[config.mk]
export PLATFORM = sky130hd
export DESIGN_NAME = gravity_capture_fate_predictor
export DESIGN_NICKNAME = d
export VERILOG_FILES = /design/src/rtl/gcfp_pkg.sv /design/src/rtl/gravity_capture_fate_predictor.sv /design/src/rtl/gcfp_unit.sv /design/src/rtl/gcfp_dp.sv /design/src/rtl/gcfp_ctrl.sv
export SDC_FILE = /design/constraint.sdc
export NUM_CORES = 2
export LEC_CHECK = 0
export BUFFER_PORTS_ARGS = -buffer_cell sky130_fd_sc_hd__buf_2
export CAP_MARGIN = 10
export CORE_UTILIZATION = 35
export CTS_CLUSTER_SIZE = 20
export DETAILED_ROUTE_END_ITERATION = 6
export GPL_ROUTABILITY_DRIVEN = 0
export GPL_TIMING_DRIVEN = 0
export PLACE_DENSITY_LB_ADDON = 0.08
export SYNTH_ARGS = -nofsm -noshare
export SYNTH_HDL_FRONTEND = slang
export SYNTH_HIERARCHICAL = 1
export SYNTH_SLANG_ARGS = --single-unit
[constraint.sdc]
create_clock -name clk -period 17.15 [get_ports clk]
set_input_delay 1.715 -clock clk [delete_from_list [all_inputs] [get_ports clk]]
set_output_delay 1.715 -clock clk [all_outputs]
set_load 0.05 [all_outputs]
[src/rtl/gcfp_pkg.sv]
// shared types, constants and helpers for the capture fate predictor
package gcfp_pkg;

  localparam int unsigned DEF_ATTRACTORS = 8;
  localparam int unsigned DEF_MAX_STEPS  = 10000;
  localparam int unsigned DEF_FRAC_BITS  = 16;

  localparam int unsigned POS_W      = 32;
  localparam int unsigned COLOR_W    = 24;
  localparam int unsigned SLOT_W     = 3;
  localparam int unsigned CFG_IDX_W  = 3;
  localparam int unsigned CFG_DATA_W = 32;
  localparam int unsigned DRAG_W     = 17;
  localparam int unsigned DRAG_FRAC  = 16;
  localparam int unsigned COUNT_W    = 4;
  localparam int unsigned WIDE_W     = 64;
  localparam int unsigned SUM_W      = 66;
  localparam int unsigned ITER_W     = 7;

  localparam logic [ITER_W-1:0] MUL_ITERS  = ITER_W'(32);
  localparam logic [ITER_W-1:0] DIV_ITERS  = ITER_W'(64);
  localparam logic [ITER_W-1:0] SQRT_ITERS = ITER_W'(32);

  localparam logic signed [SUM_W-1:0] CLAMP_HI = 66'sh0_7FFF_FFFF;
  localparam logic signed [SUM_W-1:0] CLAMP_LO = -66'sh0_8000_0000;

  typedef enum logic [CFG_IDX_W-1:0] {
    REG_TICK      = 3'd0,
    REG_CAPTURE   = 3'd1,
    REG_DRAG      = 3'd2,
    REG_SOFTENING = 3'd3,
    REG_FORCE     = 3'd4,
    REG_COUNT     = 3'd5
  } cfg_reg_t;

  typedef enum logic [1:0] {
    UOP_MUL  = 2'd0,
    UOP_DIV  = 2'd1,
    UOP_SQRT = 2'd2
  } unit_op_t;

  typedef enum logic [4:0] {
    OP_NONE,
    OP_LOAD,
    OP_WRITE,
    OP_V2_CLR,
    OP_MUL_VSQ,
    OP_ACC_V2,
    OP_READ,
    OP_DC,
    OP_MUL_DSQ,
    OP_ACC_S4,
    OP_DIV_MAG,
    OP_SET_MAG,
    OP_MUL_F,
    OP_SET_F,
    OP_SQRT,
    OP_SET_LEN,
    OP_MUL_DF,
    OP_DIV_Q,
    OP_UPD_V,
    OP_MUL_DRAG,
    OP_SET_DRAG,
    OP_MUL_TICK,
    OP_UPD_P,
    OP_RES_HIT,
    OP_RES_MISS
  } dp_op_t;

  typedef struct packed {
    dp_op_t     op;
    logic [1:0] axis;
  } dp_cmd_t;

  typedef struct packed {
    logic busy;
    logic capture;
  } dp_status_t;

  function automatic logic signed [POS_W-1:0] clamp32(input logic signed [SUM_W-1:0] v);
    logic signed [POS_W-1:0] r;
    if (v > CLAMP_HI) begin
      r = 32'sh7FFF_FFFF;
    end else if (v < CLAMP_LO) begin
      r = 32'sh8000_0000;
    end else begin
      r = v[POS_W-1:0];
    end
    return r;
  endfunction

  // magnitude with a sign put back, widened for saturating sums
  function automatic logic signed [SUM_W-1:0] signed_wide(input logic neg,
                                                          input logic [WIDE_W-1:0] m);
    logic signed [SUM_W-1:0] t;
    t = $signed({2'b00, m});
    return neg ? -t : t;
  endfunction

endpackage

[src/rtl/gravity_capture_fate_predictor.sv]
// a query runs at most MAX_STEPS steps over the n attractors in use and stops
//   early when a capture ends the run; a write request is taken while idle
// one request at a time; every multiply, divide and root goes through one
//   shared bit-serial unit
// reset: synchronous, restores the register defaults and idles the controller;
//   the attractor table is not cleared
module gravity_capture_fate_predictor import gcfp_pkg::*; #(
  parameter int unsigned ATTRACTORS = DEF_ATTRACTORS,
  parameter int unsigned MAX_STEPS  = DEF_MAX_STEPS,
  parameter int unsigned FRAC_BITS  = DEF_FRAC_BITS
) (
  input  logic                    clk,
  input  logic                    rst,
  input  logic                    in_valid,
  output logic                    in_ready,
  input  logic                    req_type,
  input  logic [SLOT_W-1:0]       slot,
  input  logic signed [POS_W-1:0] pos_x,
  input  logic signed [POS_W-1:0] pos_y,
  input  logic signed [POS_W-1:0] pos_z,
  input  logic [COLOR_W-1:0]      entry_color,
  output logic                    out_valid,
  input  logic                    out_ready,
  output logic [COLOR_W-1:0]      fate_color,
  input  logic                    cfg_valid,
  output logic                    cfg_ready,
  input  logic [CFG_IDX_W-1:0]    cfg_index,
  input  logic [CFG_DATA_W-1:0]   cfg_data
);

  localparam int unsigned AW = (ATTRACTORS > 1) ? $clog2(ATTRACTORS) : 1;
  localparam int unsigned IW = $clog2(ATTRACTORS + 1);

  dp_cmd_t       cmd;
  dp_status_t    status;
  logic [AW-1:0] rd_addr;
  logic [IW-1:0] n_attr;

  // registers take a write in any cycle
  assign cfg_ready = 1'b1;

  gcfp_ctrl #(
    .ATTRACTORS (ATTRACTORS),
    .MAX_STEPS  (MAX_STEPS)
  ) u_ctrl (
    .clk       (clk),
    .rst       (rst),
    .in_valid  (in_valid),
    .in_ready  (in_ready),
    .req_type  (req_type),
    .out_valid (out_valid),
    .out_ready (out_ready),
    .cmd       (cmd),
    .rd_addr   (rd_addr),
    .status    (status),
    .n_attr    (n_attr)
  );

  gcfp_dp #(
    .ATTRACTORS (ATTRACTORS),
    .FRAC_BITS  (FRAC_BITS)
  ) u_dp (
    .clk         (clk),
    .rst         (rst),
    .cfg_valid   (cfg_valid),
    .cfg_index   (cfg_index),
    .cfg_data    (cfg_data),
    .slot        (slot),
    .pos_x       (pos_x),
    .pos_y       (pos_y),
    .pos_z       (pos_z),
    .entry_color (entry_color),
    .cmd         (cmd),
    .rd_addr     (rd_addr),
    .status      (status),
    .n_attr      (n_attr),
    .fate_color  (fate_color)
  );

endmodule

[src/rtl/gcfp_unit.sv]
// shared bit-serial multiply, restoring divide and integer square root
module gcfp_unit import gcfp_pkg::*; (
  input  logic              clk,
  input  logic              rst,
  input  logic              start,
  input  unit_op_t          op,
  input  logic [WIDE_W-1:0] a,
  input  logic [WIDE_W-1:0] b,
  output logic              busy,
  output logic [WIDE_W-1:0] res
);

  logic [ITER_W-1:0] cnt;
  logic [ITER_W-1:0] iters;
  unit_op_t          op_q;
  logic [WIDE_W-1:0] acc;
  logic [WIDE_W-1:0] opa;
  logic [WIDE_W-1:0] opb;
  logic [WIDE_W:0]   rem;

  logic [WIDE_W-1:0] mul_acc;
  logic [WIDE_W:0]   div_trial;
  logic              div_ge;
  logic [WIDE_W:0]   sq_trial;
  logic [WIDE_W:0]   sq_cmp;
  logic              sq_ge;

  always_comb begin
    case (op)
      UOP_DIV:  iters = DIV_ITERS;
      UOP_SQRT: iters = SQRT_ITERS;
      default:  iters = MUL_ITERS;
    endcase
  end

  assign mul_acc   = opb[0] ? acc + opa : acc;
  assign div_trial = {rem[WIDE_W-1:0], opa[WIDE_W-1]};
  assign div_ge    = div_trial >= {1'b0, opb};
  // two radicand bits enter per iteration
  assign sq_trial  = {rem[WIDE_W-2:0], opa[WIDE_W-1:WIDE_W-2]};
  assign sq_cmp    = {acc[WIDE_W-2:0], 2'b01};
  assign sq_ge     = sq_trial >= sq_cmp;

  always_ff @(posedge clk) begin
    if (rst) begin
      busy <= 1'b0;
      cnt  <= '0;
    end else if (start) begin
      busy <= 1'b1;
      cnt  <= iters;
    end else if (busy) begin
      cnt <= cnt - ITER_W'(1);
      if (cnt == ITER_W'(1)) begin
        busy <= 1'b0;
      end
    end
  end

  always_ff @(posedge clk) begin
    if (start) begin
      op_q <= op;
      acc  <= '0;
      opa  <= a;
      opb  <= b;
      rem  <= '0;
    end else if (busy) begin
      case (op_q)
        UOP_MUL: begin
          acc <= mul_acc;
          opa <= opa << 1;
          opb <= opb >> 1;
        end
        UOP_DIV: begin
          if (div_ge) begin
            rem <= div_trial - {1'b0, opb};
            acc <= {acc[WIDE_W-2:0], 1'b1};
          end else begin
            rem <= div_trial;
            acc <= {acc[WIDE_W-2:0], 1'b0};
          end
          opa <= opa << 1;
        end
        UOP_SQRT: begin
          if (sq_ge) begin
            rem <= sq_trial - sq_cmp;
            acc <= {acc[WIDE_W-2:0], 1'b1};
          end else begin
            rem <= sq_trial;
            acc <= {acc[WIDE_W-2:0], 1'b0};
          end
          opa <= opa << 2;
        end
        default: begin
        end
      endcase
    end
  end

  assign res = acc;

endmodule

[src/rtl/gcfp_dp.sv]
// datapath: configuration, attractor table, probe state and arithmetic
module gcfp_dp import gcfp_pkg::*; #(
  parameter  int unsigned ATTRACTORS = DEF_ATTRACTORS,
  parameter  int unsigned FRAC_BITS  = DEF_FRAC_BITS,
  localparam int unsigned AW = (ATTRACTORS > 1) ? $clog2(ATTRACTORS) : 1,
  localparam int unsigned IW = $clog2(ATTRACTORS + 1)
) (
  input  logic                    clk,
  input  logic                    rst,
  input  logic                    cfg_valid,
  input  logic [CFG_IDX_W-1:0]    cfg_index,
  input  logic [CFG_DATA_W-1:0]   cfg_data,
  input  logic [SLOT_W-1:0]       slot,
  input  logic signed [POS_W-1:0] pos_x,
  input  logic signed [POS_W-1:0] pos_y,
  input  logic signed [POS_W-1:0] pos_z,
  input  logic [COLOR_W-1:0]      entry_color,
  input  dp_cmd_t                 cmd,
  input  logic [AW-1:0]           rd_addr,
  output dp_status_t              status,
  output logic [IW-1:0]           n_attr,
  output logic [COLOR_W-1:0]      fate_color
);

  logic [31:0]        tick_length;
  logic [31:0]        capture_radius_sq;
  logic [DRAG_W-1:0]  drag_factor;
  logic [31:0]        softening;
  logic [31:0]        force_constant;
  logic [COUNT_W-1:0] attractor_count;

  logic signed [POS_W-1:0] mem_x [ATTRACTORS];
  logic signed [POS_W-1:0] mem_y [ATTRACTORS];
  logic signed [POS_W-1:0] mem_z [ATTRACTORS];
  logic [COLOR_W-1:0]      mem_c [ATTRACTORS];
  logic signed [POS_W-1:0] rd_x;
  logic signed [POS_W-1:0] rd_y;
  logic signed [POS_W-1:0] rd_z;
  logic [COLOR_W-1:0]      rd_c;
  logic [AW-1:0]           wr_addr;

  logic signed [POS_W-1:0] p [3];
  logic signed [POS_W-1:0] v [3];
  logic signed [POS_W:0]   dc [3];
  logic [WIDE_W-1:0]       s4;
  logic [WIDE_W-1:0]       v2;
  logic [31:0]             mag;
  logic [30:0]             f;
  logic [33:0]             len;

  logic signed [POS_W-1:0] v_sel;
  logic signed [POS_W-1:0] p_sel;
  logic signed [POS_W:0]   dc_sel;
  logic [POS_W-1:0]        v_mag;
  logic [POS_W:0]          dc_neg;
  logic [POS_W-1:0]        dc_mag;
  logic [WIDE_W-1:0]       d2;
  logic [WIDE_W-1:0]       res_frac;

  logic              u_start;
  unit_op_t          u_op;
  logic [WIDE_W-1:0] u_a;
  logic [WIDE_W-1:0] u_b;
  logic              u_busy;
  logic [WIDE_W-1:0] u_res;

  logic signed [POS_W-1:0] v_upd;
  logic signed [POS_W-1:0] v_drag;
  logic signed [POS_W-1:0] p_upd;

  gcfp_unit u_unit (
    .clk   (clk),
    .rst   (rst),
    .start (u_start),
    .op    (u_op),
    .a     (u_a),
    .b     (u_b),
    .busy  (u_busy),
    .res   (u_res)
  );

  always_ff @(posedge clk) begin
    if (rst) begin
      tick_length       <= 32'd65536;
      capture_radius_sq <= 32'd0;
      drag_factor       <= DRAG_W'(65536);
      softening         <= 32'd655;
      force_constant    <= 32'd66;
      attractor_count   <= '0;
    end else if (cfg_valid) begin
      unique case (cfg_reg_t'(cfg_index))
        REG_TICK:      tick_length       <= cfg_data;
        REG_CAPTURE:   capture_radius_sq <= cfg_data;
        REG_DRAG:      drag_factor       <= cfg_data[DRAG_W-1:0];
        REG_SOFTENING: softening         <= cfg_data;
        REG_FORCE:     force_constant    <= cfg_data;
        REG_COUNT:     attractor_count   <= cfg_data[COUNT_W-1:0];
        default: begin
        end
      endcase
    end
  end

  assign n_attr = (int'(attractor_count) > int'(ATTRACTORS)) ? IW'(ATTRACTORS)
                                                             : IW'(attractor_count);

  assign wr_addr = AW'(slot);

  always_ff @(posedge clk) begin
    if (cmd.op == OP_WRITE && int'(slot) < int'(ATTRACTORS)) begin
      mem_x[wr_addr] <= pos_x;
      mem_y[wr_addr] <= pos_y;
      mem_z[wr_addr] <= pos_z;
      mem_c[wr_addr] <= entry_color;
    end
    if (cmd.op == OP_READ) begin
      rd_x <= mem_x[rd_addr];
      rd_y <= mem_y[rd_addr];
      rd_z <= mem_z[rd_addr];
      rd_c <= mem_c[rd_addr];
    end
  end

  always_comb begin
    case (cmd.axis)
      2'd0: begin
        v_sel  = v[0];
        p_sel  = p[0];
        dc_sel = dc[0];
      end
      2'd1: begin
        v_sel  = v[1];
        p_sel  = p[1];
        dc_sel = dc[1];
      end
      default: begin
        v_sel  = v[2];
        p_sel  = p[2];
        dc_sel = dc[2];
      end
    endcase
  end

  assign v_mag    = v_sel[POS_W-1] ? (~v_sel + 32'd1) : v_sel;
  assign dc_neg   = ~dc_sel + 33'd1;
  assign dc_mag   = dc_sel[POS_W] ? dc_neg[POS_W-1:0] : dc_sel[POS_W-1:0];
  assign d2       = s4 >> (FRAC_BITS - 2);
  assign res_frac = u_res >> FRAC_BITS;

  assign status.busy    = u_busy;
  assign status.capture = (d2 < {32'd0, capture_radius_sq}) && (v2 < {32'd0, force_constant});

  always_comb begin
    u_start = 1'b0;
    u_op    = UOP_MUL;
    u_a     = '0;
    u_b     = '0;
    case (cmd.op)
      OP_MUL_VSQ: begin
        u_start = 1'b1;
        u_a     = WIDE_W'(v_mag);
        u_b     = WIDE_W'(v_mag);
      end
      OP_MUL_DSQ: begin
        u_start = 1'b1;
        u_a     = WIDE_W'(dc_mag);
        u_b     = WIDE_W'(dc_mag);
      end
      OP_DIV_MAG: begin
        u_start = 1'b1;
        u_op    = UOP_DIV;
        u_a     = WIDE_W'(force_constant) << FRAC_BITS;
        u_b     = WIDE_W'(softening) + d2;
      end
      OP_MUL_F: begin
        u_start = 1'b1;
        u_a     = WIDE_W'(tick_length);
        u_b     = WIDE_W'(mag);
      end
      OP_SQRT: begin
        u_start = 1'b1;
        u_op    = UOP_SQRT;
        u_a     = s4;
      end
      OP_MUL_DF: begin
        u_start = 1'b1;
        u_a     = WIDE_W'(dc_mag);
        u_b     = WIDE_W'(f);
      end
      OP_DIV_Q: begin
        u_start = 1'b1;
        u_op    = UOP_DIV;
        u_a     = u_res;
        u_b     = WIDE_W'(len);
      end
      OP_MUL_DRAG: begin
        u_start = 1'b1;
        u_a     = WIDE_W'(v_mag);
        u_b     = WIDE_W'(drag_factor);
      end
      OP_MUL_TICK: begin
        u_start = 1'b1;
        u_a     = WIDE_W'(v_mag);
        u_b     = WIDE_W'(tick_length);
      end
      default: begin
      end
    endcase
  end

  assign v_upd  = clamp32($signed({{34{v_sel[POS_W-1]}}, v_sel})
                          + signed_wide(dc_sel[POS_W], u_res));
  assign v_drag = clamp32(signed_wide(v_sel[POS_W-1], u_res >> DRAG_FRAC));
  assign p_upd  = clamp32($signed({{34{p_sel[POS_W-1]}}, p_sel})
                          + signed_wide(v_sel[POS_W-1], res_frac));

  always_ff @(posedge clk) begin
    case (cmd.op)
      OP_LOAD: begin
        p[0] <= pos_x;
        p[1] <= pos_y;
        p[2] <= pos_z;
        for (int k = 0; k < 3; k++) begin
          v[k] <= '0;
        end
      end
      OP_V2_CLR: v2 <= '0;
      OP_ACC_V2: v2 <= v2 + res_frac;
      OP_DC: begin
        dc[0] <= {rd_x[POS_W-1], rd_x} - {p[0][POS_W-1], p[0]};
        dc[1] <= {rd_y[POS_W-1], rd_y} - {p[1][POS_W-1], p[1]};
        dc[2] <= {rd_z[POS_W-1], rd_z} - {p[2][POS_W-1], p[2]};
        s4    <= '0;
      end
      OP_ACC_S4: s4 <= s4 + (u_res >> 2);
      OP_SET_MAG: mag <= (u_res > 64'hFFFF_FFFF) ? 32'hFFFF_FFFF : u_res[31:0];
      OP_SET_F: f <= (res_frac > 64'h7FFF_FFFF) ? 31'h7FFF_FFFF : res_frac[30:0];
      // a zero root leaves a divisor of one
      OP_SET_LEN: len <= (u_res[32:0] == 33'd0) ? 34'd1 : {u_res[32:0], 1'b0};
      OP_UPD_V: begin
        for (int k = 0; k < 3; k++) begin
          if (cmd.axis == 2'(k)) v[k] <= v_upd;
        end
      end
      OP_SET_DRAG: begin
        for (int k = 0; k < 3; k++) begin
          if (cmd.axis == 2'(k)) v[k] <= v_drag;
        end
      end
      OP_UPD_P: begin
        for (int k = 0; k < 3; k++) begin
          if (cmd.axis == 2'(k)) p[k] <= p_upd;
        end
      end
      OP_RES_HIT:  fate_color <= rd_c;
      OP_RES_MISS: fate_color <= '0;
      default: begin
      end
    endcase
  end

endmodule

[src/rtl/gcfp_ctrl.sv]
// controller: request handshake, step and attractor sequencing
module gcfp_ctrl import gcfp_pkg::*; #(
  parameter  int unsigned ATTRACTORS = DEF_ATTRACTORS,
  parameter  int unsigned MAX_STEPS  = DEF_MAX_STEPS,
  localparam int unsigned AW = (ATTRACTORS > 1) ? $clog2(ATTRACTORS) : 1,
  localparam int unsigned IW = $clog2(ATTRACTORS + 1),
  localparam int unsigned SW = $clog2(MAX_STEPS + 1)
) (
  input  logic          clk,
  input  logic          rst,
  input  logic          in_valid,
  output logic          in_ready,
  input  logic          req_type,
  output logic          out_valid,
  input  logic          out_ready,
  output dp_cmd_t       cmd,
  output logic [AW-1:0] rd_addr,
  input  dp_status_t    status,
  input  logic [IW-1:0] n_attr
);

  typedef enum logic [23:0] {
    S_IDLE = 24'h000001,
    S_STEP = 24'h000002,
    S_VSQ  = 24'h000004,
    S_VACC = 24'h000008,
    S_RD   = 24'h000010,
    S_DC   = 24'h000020,
    S_DSQ  = 24'h000040,
    S_SACC = 24'h000080,
    S_CHK  = 24'h000100,
    S_MAG  = 24'h000200,
    S_FMUL = 24'h000400,
    S_FSET = 24'h000800,
    S_SQ   = 24'h001000,
    S_LEN  = 24'h002000,
    S_DF   = 24'h004000,
    S_DQ   = 24'h008000,
    S_UV   = 24'h010000,
    S_DRAG = 24'h020000,
    S_DSET = 24'h040000,
    S_TK   = 24'h080000,
    S_PUPD = 24'h100000,
    S_HIT  = 24'h200000,
    S_MISS = 24'h400000,
    S_WAIT = 24'h800000
  } state_t;

  state_t        state, state_next;
  state_t        ret, ret_next;
  logic [1:0]    axis, axis_next;
  logic [IW-1:0] idx, idx_next;
  logic [SW-1:0] step, step_next;
  logic          out_free;

  assign out_free = !out_valid || out_ready;
  assign in_ready = (state == S_IDLE);
  assign rd_addr  = idx[AW-1:0];

  always_comb begin
    state_next = state;
    ret_next   = ret;
    axis_next  = axis;
    idx_next   = idx;
    step_next  = step;
    cmd.op     = OP_NONE;
    cmd.axis   = axis;
    unique case (state)
      S_IDLE: begin
        if (in_valid) begin
          if (req_type) begin
            cmd.op     = OP_LOAD;
            step_next  = '0;
            state_next = S_STEP;
          end else begin
            cmd.op = OP_WRITE;
          end
        end
      end
      S_STEP: begin
        cmd.op     = OP_V2_CLR;
        axis_next  = 2'd0;
        idx_next   = '0;
        state_next = S_VSQ;
      end
      S_VSQ: begin
        cmd.op     = OP_MUL_VSQ;
        ret_next   = S_VACC;
        state_next = S_WAIT;
      end
      S_VACC: begin
        cmd.op = OP_ACC_V2;
        if (axis == 2'd2) begin
          axis_next  = 2'd0;
          state_next = (n_attr == '0) ? S_DRAG : S_RD;
        end else begin
          axis_next  = axis + 2'd1;
          state_next = S_VSQ;
        end
      end
      S_RD: begin
        cmd.op     = OP_READ;
        state_next = S_DC;
      end
      S_DC: begin
        cmd.op     = OP_DC;
        axis_next  = 2'd0;
        state_next = S_DSQ;
      end
      S_DSQ: begin
        cmd.op     = OP_MUL_DSQ;
        ret_next   = S_SACC;
        state_next = S_WAIT;
      end
      S_SACC: begin
        cmd.op = OP_ACC_S4;
        if (axis == 2'd2) begin
          axis_next  = 2'd0;
          state_next = S_CHK;
        end else begin
          axis_next  = axis + 2'd1;
          state_next = S_DSQ;
        end
      end
      S_CHK: begin
        if (status.capture) begin
          state_next = S_HIT;
        end else begin
          cmd.op     = OP_DIV_MAG;
          ret_next   = S_MAG;
          state_next = S_WAIT;
        end
      end
      S_MAG: begin
        cmd.op     = OP_SET_MAG;
        state_next = S_FMUL;
      end
      S_FMUL: begin
        cmd.op     = OP_MUL_F;
        ret_next   = S_FSET;
        state_next = S_WAIT;
      end
      S_FSET: begin
        cmd.op     = OP_SET_F;
        state_next = S_SQ;
      end
      S_SQ: begin
        cmd.op     = OP_SQRT;
        ret_next   = S_LEN;
        state_next = S_WAIT;
      end
      S_LEN: begin
        cmd.op     = OP_SET_LEN;
        axis_next  = 2'd0;
        state_next = S_DF;
      end
      S_DF: begin
        cmd.op     = OP_MUL_DF;
        ret_next   = S_DQ;
        state_next = S_WAIT;
      end
      S_DQ: begin
        cmd.op     = OP_DIV_Q;
        ret_next   = S_UV;
        state_next = S_WAIT;
      end
      S_UV: begin
        cmd.op = OP_UPD_V;
        if (axis == 2'd2) begin
          axis_next = 2'd0;
          if (idx + IW'(1) == n_attr) begin
            state_next = S_DRAG;
          end else begin
            idx_next   = idx + IW'(1);
            state_next = S_RD;
          end
        end else begin
          axis_next  = axis + 2'd1;
          state_next = S_DF;
        end
      end
      S_DRAG: begin
        cmd.op     = OP_MUL_DRAG;
        ret_next   = S_DSET;
        state_next = S_WAIT;
      end
      S_DSET: begin
        cmd.op     = OP_SET_DRAG;
        state_next = S_TK;
      end
      S_TK: begin
        cmd.op     = OP_MUL_TICK;
        ret_next   = S_PUPD;
        state_next = S_WAIT;
      end
      S_PUPD: begin
        cmd.op = OP_UPD_P;
        if (axis == 2'd2) begin
          axis_next = 2'd0;
          if (step == SW'(MAX_STEPS - 1)) begin
            state_next = S_MISS;
          end else begin
            step_next  = step + SW'(1);
            state_next = S_STEP;
          end
        end else begin
          axis_next  = axis + 2'd1;
          state_next = S_DRAG;
        end
      end
      S_HIT: begin
        if (out_free) begin
          cmd.op     = OP_RES_HIT;
          state_next = S_IDLE;
        end
      end
      S_MISS: begin
        if (out_free) begin
          cmd.op     = OP_RES_MISS;
          state_next = S_IDLE;
        end
      end
      S_WAIT: begin
        if (!status.busy) state_next = ret;
      end
      default: state_next = S_IDLE;
    endcase
  end

  always_ff @(posedge clk) begin
    if (rst) begin
      state     <= S_IDLE;
      ret       <= S_IDLE;
      axis      <= 2'd0;
      idx       <= '0;
      step      <= '0;
      out_valid <= 1'b0;
    end else begin
      state <= state_next;
      ret   <= ret_next;
      axis  <= axis_next;
      idx   <= idx_next;
      step  <= step_next;
      if ((state == S_HIT || state == S_MISS) && out_free) begin
        out_valid <= 1'b1;
      end else if (out_ready) begin
        out_valid <= 1'b0;
      end
    end
  end

endmodule

Word level (Yosys, flattened, before mapping):

Memory sizes are Yosys's and may differ from the RTL's. A register that Yosys moved wholly into a read port is not among the register bits.
Index checks and enable logic that the tools add are counted.
W data, S select, Z words.

* memories: 7
* memory bits (writable): 1251
* output and inout bits: 27
* input port bits: 164
* register bits after elaboration: 733
* logic and storage cells: 303

* multiplexer cells: 110
* order comparisons: 13
* equal/unequal tests: 71
* reductions and logical operators: 46
* bitwise operators: 11
* add/sub/neg operators: 19

Memories
* u_dp.mem_x: words 8, width 32, rd ports 1, clocked after Yosys merged registers in 1, write ports 1, RTL line gcfp_dp.sv:32 `logic signed [POS_W-1:0] mem_x [ATTRACTORS];`
* u_dp.mem_y: words 8, width 32, rd ports 1, clocked after Yosys merged registers in 1, write ports 1, RTL line gcfp_dp.sv:33 `logic signed [POS_W-1:0] mem_y [ATTRACTORS];`
* u_dp.mem_z: words 8, width 32, rd ports 1, clocked after Yosys merged registers in 1, write ports 1, RTL line gcfp_dp.sv:34 `logic signed [POS_W-1:0] mem_z [ATTRACTORS];`
* u_dp.mem_c: words 8, width 24, rd ports 1, clocked after Yosys merged registers in 1, write ports 1, RTL line gcfp_dp.sv:35 `logic [COLOR_W-1:0] mem_c [ATTRACTORS];`
* u_dp.dc: words 3, width 33, rd ports 3, clocked after Yosys merged registers in 0, write ports 3, RTL line gcfp_dp.sv:44 `logic signed [POS_W:0] dc [3];`
* u_dp.p: words 3, width 32, rd ports 3, clocked after Yosys merged registers in 0, write ports 3, RTL line gcfp_dp.sv:42 `logic signed [POS_W-1:0] p [3];`
* 1 more memories

Operators by type and width (count)
* $mux W32: 17
* $mux W64: 8
* $pmux W64 S2: 4
* $pmux W64 S8: 1
* $pmux W24 S16: 1
* $pmux W64 S6: 1
* $pmux W24 S9: 1
* $gt A66 B32 Y1 const B: 3
* $lt A66 B32 Y1 const B: 3
* $pmux W64 S3: 1
* $mux W24: 7
* $add A32 B66 Y66: 2
* $mux W66: 2
* $pmux W32 S2: 2
* $sub A64 B64 Y64: 2
* $pmux W5 S23: 1
* $sub A32 B32 Y33: 3
* $neg A48 Y66: 1
* $neg A64 Y66: 1
* $pmux W33 S2: 1
* $ge A65 B64 Y1: 1
* $ge A65 B65 Y1: 1
* $add A32 B1 Y32 const B: 2
* $add A64 B48 Y64: 1
* other kinds (85): 203

Logic depth before layout (Yosys ltp):

* depth in word-level cells: 10
* depth in mapped cells: 34
* gate-level depth less buffers: 33

Cells and area by module:

Netlist, hierarchy kept.

Modules (own cells, without submodules)
* gcfp_dp: area each 96467.5 um2, cells an instance 8296, times used 1, seq. area each 51629.5 um2
* gcfp_unit: area each 24583.6 um2, cells an instance 3180, times used 1, seq. area each 6626.4 um2
* gcfp_ctrl: area each 3191.8 um2, cells an instance 379, times used 1, seq. area each 1101.1 um2
* gravity_capture_fate_predictor: area each 11.3 um2, cells an instance 2, times used 1, seq. area each 0.0 um2

Worst setup path before layout:

Ideal clock, no wire load.

* path type: reg2reg
* from: reg u_dp.v2[1]
* to: reg u_dp.s4[0] (enable)
* setup time: 0.429 ns
* arrival time: 12.351 ns
* buffers on the path: 2
* period minus slack after synthesis: 12.780 ns
* slack: 4.370 ns
* data required time: 16.721 ns
* cell stages (with the launch flop): 23
* cell sequence: edfxtp_1 -> ha_1 -> a21o_1 -> a21o_1 -> a21o_1 -> a21o_1 -> a21o_1 -> a21o_1 -> a21o_1 -> a21o_1 -> a21o_1 -> a2111oi_0 -> nor4_1 -> nor3b_1 -> inv_1 -> nand2_1 -> nor4_1 -> nor3_1 -> nand4_1 -> clkbuf_1 -> buf_1 -> nor3_1 -> nand2b_1

RTL lines
* from (decl): RTL line gcfp_dp.sv:46 `logic [WIDE_W-1:0] v2;`
* from (signal assigned): RTL line gcfp_dp.sv:228 `OP_ACC_V2: v2 <= v2 + res_frac;`
* to (signal assigned): RTL line gcfp_dp.sv:235 `OP_ACC_S4: s4 <= s4 + (u_res >> 2);`
* to (decl): RTL line gcfp_dp.sv:45 `logic [WIDE_W-1:0] s4;`

==> summary.md <==
| Metric | Value |
|---|---|
| Die Area | 357400 um2 |
| Clk_lat worst skew | 1.00 ns |
| Hold_buf cts | 0 |
| Status | finished, violations left |
| Post-place setup slack | ~4.1 ns |
| Worst-margin pin slew | 1.463 ns |
| Post-synthesis register bit count | about 2100 |
| Final worst slack | around 3.9 ns |
| IO buf count | between 150 and 200 |
| Vias in the first global route | 98359 |
| Via count | between 100k and 150k |
| Starting Density | between 30% and 40% |
| Final min period | around 13 ns |
| Synth Area per Inst | around 10 um2 |
| Largest cells by area after synthesis | edfxtp_1 (42%), ha_1 (6.4%), dfxtp_1 (5.5%), mux4_2 (4.4%), a21oi_1 (4.1%) |
| Fin crit share | between 70% and 80% |
| Top-count cell post-synth | edfxtp_1 |
| WS Path Type | flip-flop to flip-flop |
| Worst setup SP type | flip-flop |
| Min-delay worst type | flip-flop to flip-flop |
| Grt ovf | 0 |
| Worst r2r dst | u_dp/p[0][41] |
| Critical Path Max Stage Delay | roughly 1.2 ns |
| Synth warnings | 6 |
| Crit end category | flip-flop |
| WHS Path Cells | 1 |
| Fin cells | 17391 |
| Synth area leader | edfxtp_1 |
| Root Buffer | clkbuf_16 |
| Dpl cells | 16929 |
| Syn Inst Count | ~12000 |
| Finished Cell Area | 141700 um2 |
| Netlist cell types | 129 |
| Largest net degree at the start of global routing | 65 |
| Worst EP required | between 15 and 20 ns |
| Share of cells above drive strength 1 | around 11% |
| FF-to-FF Start | u_ctrl/axis[1] |
| Via/cell ratio | approximately 5.8 |
| Row count | around 220 |
| Worst Hold Path EP | u_ctrl/state[16] |
| Critical Path AT | roughly 14 ns |
| Postcts setup bufs | 0 |
| Routed wire length | 505600 um |
| Max_cap viols | 0 |
| Area Growth Syn to Fin | 14.03% |
| Post-CTS Resized | 0 |
| Max Root-Sink Buffers | 4 |
| Synthesized area | roughly 120000 um2 |
| Pwr Density | between 90 and 100 nW/um2 |
| Initial antenna violation count | 53 |
| Maximum vdd drop | between 0.09 and 0.1 mV |
| WL per Instance | around 29 um |
| Placed Area | 133400 um2 |
| R2R cell count | 28 |
| Htree depth | 4 |
| Post-Route Setup TNS | 0 ns |
| Total track usage | 27.44% |
| First-pass GRT wire length | between 700000 and 800000 um |
| Initial DRT Pass Iterations | 7 |
| CTS buffer count | approximately 240 |
| Top Ports | roughly 190 |
| Final Max Slew Viols | 0 |
| Die W | around 600 um |
| Ys async rst share | 0% |
| Clk_skew | just over 0.09 ns |
| DR iter-0 viols | between 10000 and 15000 |
| CTS tree | yes |
| DRC | 28 |
| RSZ-0062 raised after global routing | no |
| Die Y | 597.8 um |
| Synth Flop Type | edfxtp_1 |
| Final hold vios | 0 |
| Seq/Total Area, Yosys | ~48% |
| Final nets | approximately 13000 |
| R2R Setup Slk | ~3.9 ns |
| Hold path startpoint | u_ctrl/ret[16] |
| EDFF count, synth | roughly 1800 |
| Slowest CP cell | a2111oi_0 |
| Post-DP HPWL | 397100 um |
| Antenna Nets Post-Route | 0 |
| Clock sinks | approximately 2100 |
| Post-synth top area share | 42.29% |
| FMAX | roughly 76 MHz |
| Most frequent cells after synthesis | edfxtp_1 (1750), nand2_1 (1274), a21oi_1 (1009) |
| Core area | about 350000 um2 |
| Fillcell total | roughly 35000 |
| Violated checks | DRC |
| Max_slew headroom | 2.357% |
| Crit-path max FO | 12 |
| Worst-path clk slew | about 0.06 ns |
| Static Leak | roughly 0.05 uW |
| Endpoints failing setup | 0 |
==> layer usage <==
metal | track usage [%] | vias to the layer above | share of wire [%]
met5 | 0 | - | 0.063
met3 | 4.756 | 1127 | 6.9
met4 | 14.81 | 52 | 6.4
li1 | - | 45735 | -
met1 | 34.06 | 50159 | 40
met2 | 45.45 | 4083 | 47
==> cells in the final DEF (no fill, tap or decap), drive strengths merged, types with 96 or more instances in the layout <==
| cell type | count |
|---|---|
| clkbuf | 792 |
| a211oi | 141 |
| nor3 | 236 |
| o211ai | 110 |
| mux2 | 131 |
| buf | 501 |
| nand2 | 1274 |
| dfxtp | 340 |
| or3 | 133 |
| a22oi | 112 |
| edfxtp | 1750 |
| nor2 | 758 |
| nor2b | 132 |
| xor2 | 271 |
| nand3 | 222 |
| a31oi | 128 |
| a21o | 299 |
| mux2i | 199 |
| xnor2 | 409 |
| inv | 522 |
| ha | 635 |
| clkinv | 103 |
| a21oi | 1016 |
| o21ai | 714 |
| o21bai | 102 |
| nor4 | 96 |
| mux4 | 240 |
| nand4 | 175 |
==> worst max-delay path, delay by kind of cell, from the launching register on <==
kind	cells	cell delay, ns
AOI/OAI and AO/OA	5	2.79
xor gates and xnor gates	1	0.20
adders and majority gates	1	0.22
buffers and inverters	13	6.58
DFF	1	0.53
and+or+nand+nor	8	2.54
==> flip-flops by register name, summed over array words and instances (netlist names), 34 cells and up <==
name and count:
u_dp/mem_y 256, u_dp/mem_c 192, u_dp/u_unit/res 64, u_dp/p 96, u_dp/u_unit/opb 64, u_dp/len 34
u_dp/v2 64, u_dp/dc 99, u_dp/v 96, u_dp/u_unit/opa 64, u_dp/mem_z 256, u_dp/u_unit/rem 64
u_dp/mem_x 256, u_dp/s4 64
==> through the flow <==
| stage | hold WS (ns) | total power [uW] | utilization [%] |
|---|---|---|---|
| 2_1_floorplan | 0.4210 | 7039 | - |
| 3_5_place_dp | 0.4350 | 7733 | 37.80 |
| 5_1_grt | 0.4671 | 13470 | 40.14 |
| 4_1_cts | 0.4517 | 13090 | 40.12 |
| 6_report | 0.4503 | 13030 | 40.14 |
| 3_3_place_gp | 0.4353 | 7716 | 37.16 |
==> report_power, final <==
| group | internal [uW] | total, uW | switching [uW] | leakage, uW |
|---|---|---|---|---|
| clock network | 3090 | 5340 | 2260 | 0.00403 |
| logic | 676 | 1960 | 1280 | 0.0276 |
| registers | 5580 | 5720 | 147 | 0.0183 |
==> layout make-up <==
type | instances | area (um2) | area share [%]
timing repair buffer | 333 | 3025 | 2.135
inverter | 507 | 1903 | 1.343
antenna | 9 | 22.52 | 0.01590
buffer | 659 | 2705 | 1.909
clock buffer | 302 | 6725 | 4.747
tap | 4730 | 5918 | 4.177
sequential | 2090 | 59360 | 41.89
multi-input combinational | 8613 | 60560 | 42.75
clock inverter | 148 | 1463 | 1.032
==> how the worst max path moves through the flow <==
stage	slack (ns)	endpoint	start	depth (start not counted)
after floorplan	4.37	u_dp/s4[0]	u_dp/v2[1]	22
after global placement	-8.63	u_dp/mem_z[0][15]	u_dp/s4[45]	17
after detailed placement	4.15	u_dp/p[0][49]	u_ctrl/axis[1]	28
after CTS	4.16	u_dp/p[0][49]	u_ctrl/axis[1]	28
after global routing	3.83	u_dp/p[0][49]	u_ctrl/axis[1]	29
final	3.95	u_dp/p[0][41]	u_ctrl/axis[1]	28
==> cells by family (layout without fill, tap and decap cells) <==
| family | Yosys count | count (layout) | share of synthesized area [%] |
|---|---|---|---|
| simple gates | 3469 | 3469 | 13.31 |
| compound gates | 3234 | 3234 | 16.71 |
| flops | 2090 | 2090 | 47.77 |
| buf+inv | 1166 | 1949 | 3.706 |
| xor+xnor | 681 | 681 | 4.811 |
| fa+ha+maj | 645 | 645 | 6.555 |
| mux | 570 | 570 | 7.140 |
| other cells | 2 | 23 | 0.006044 |
Power figures use the tool's default switching activity.
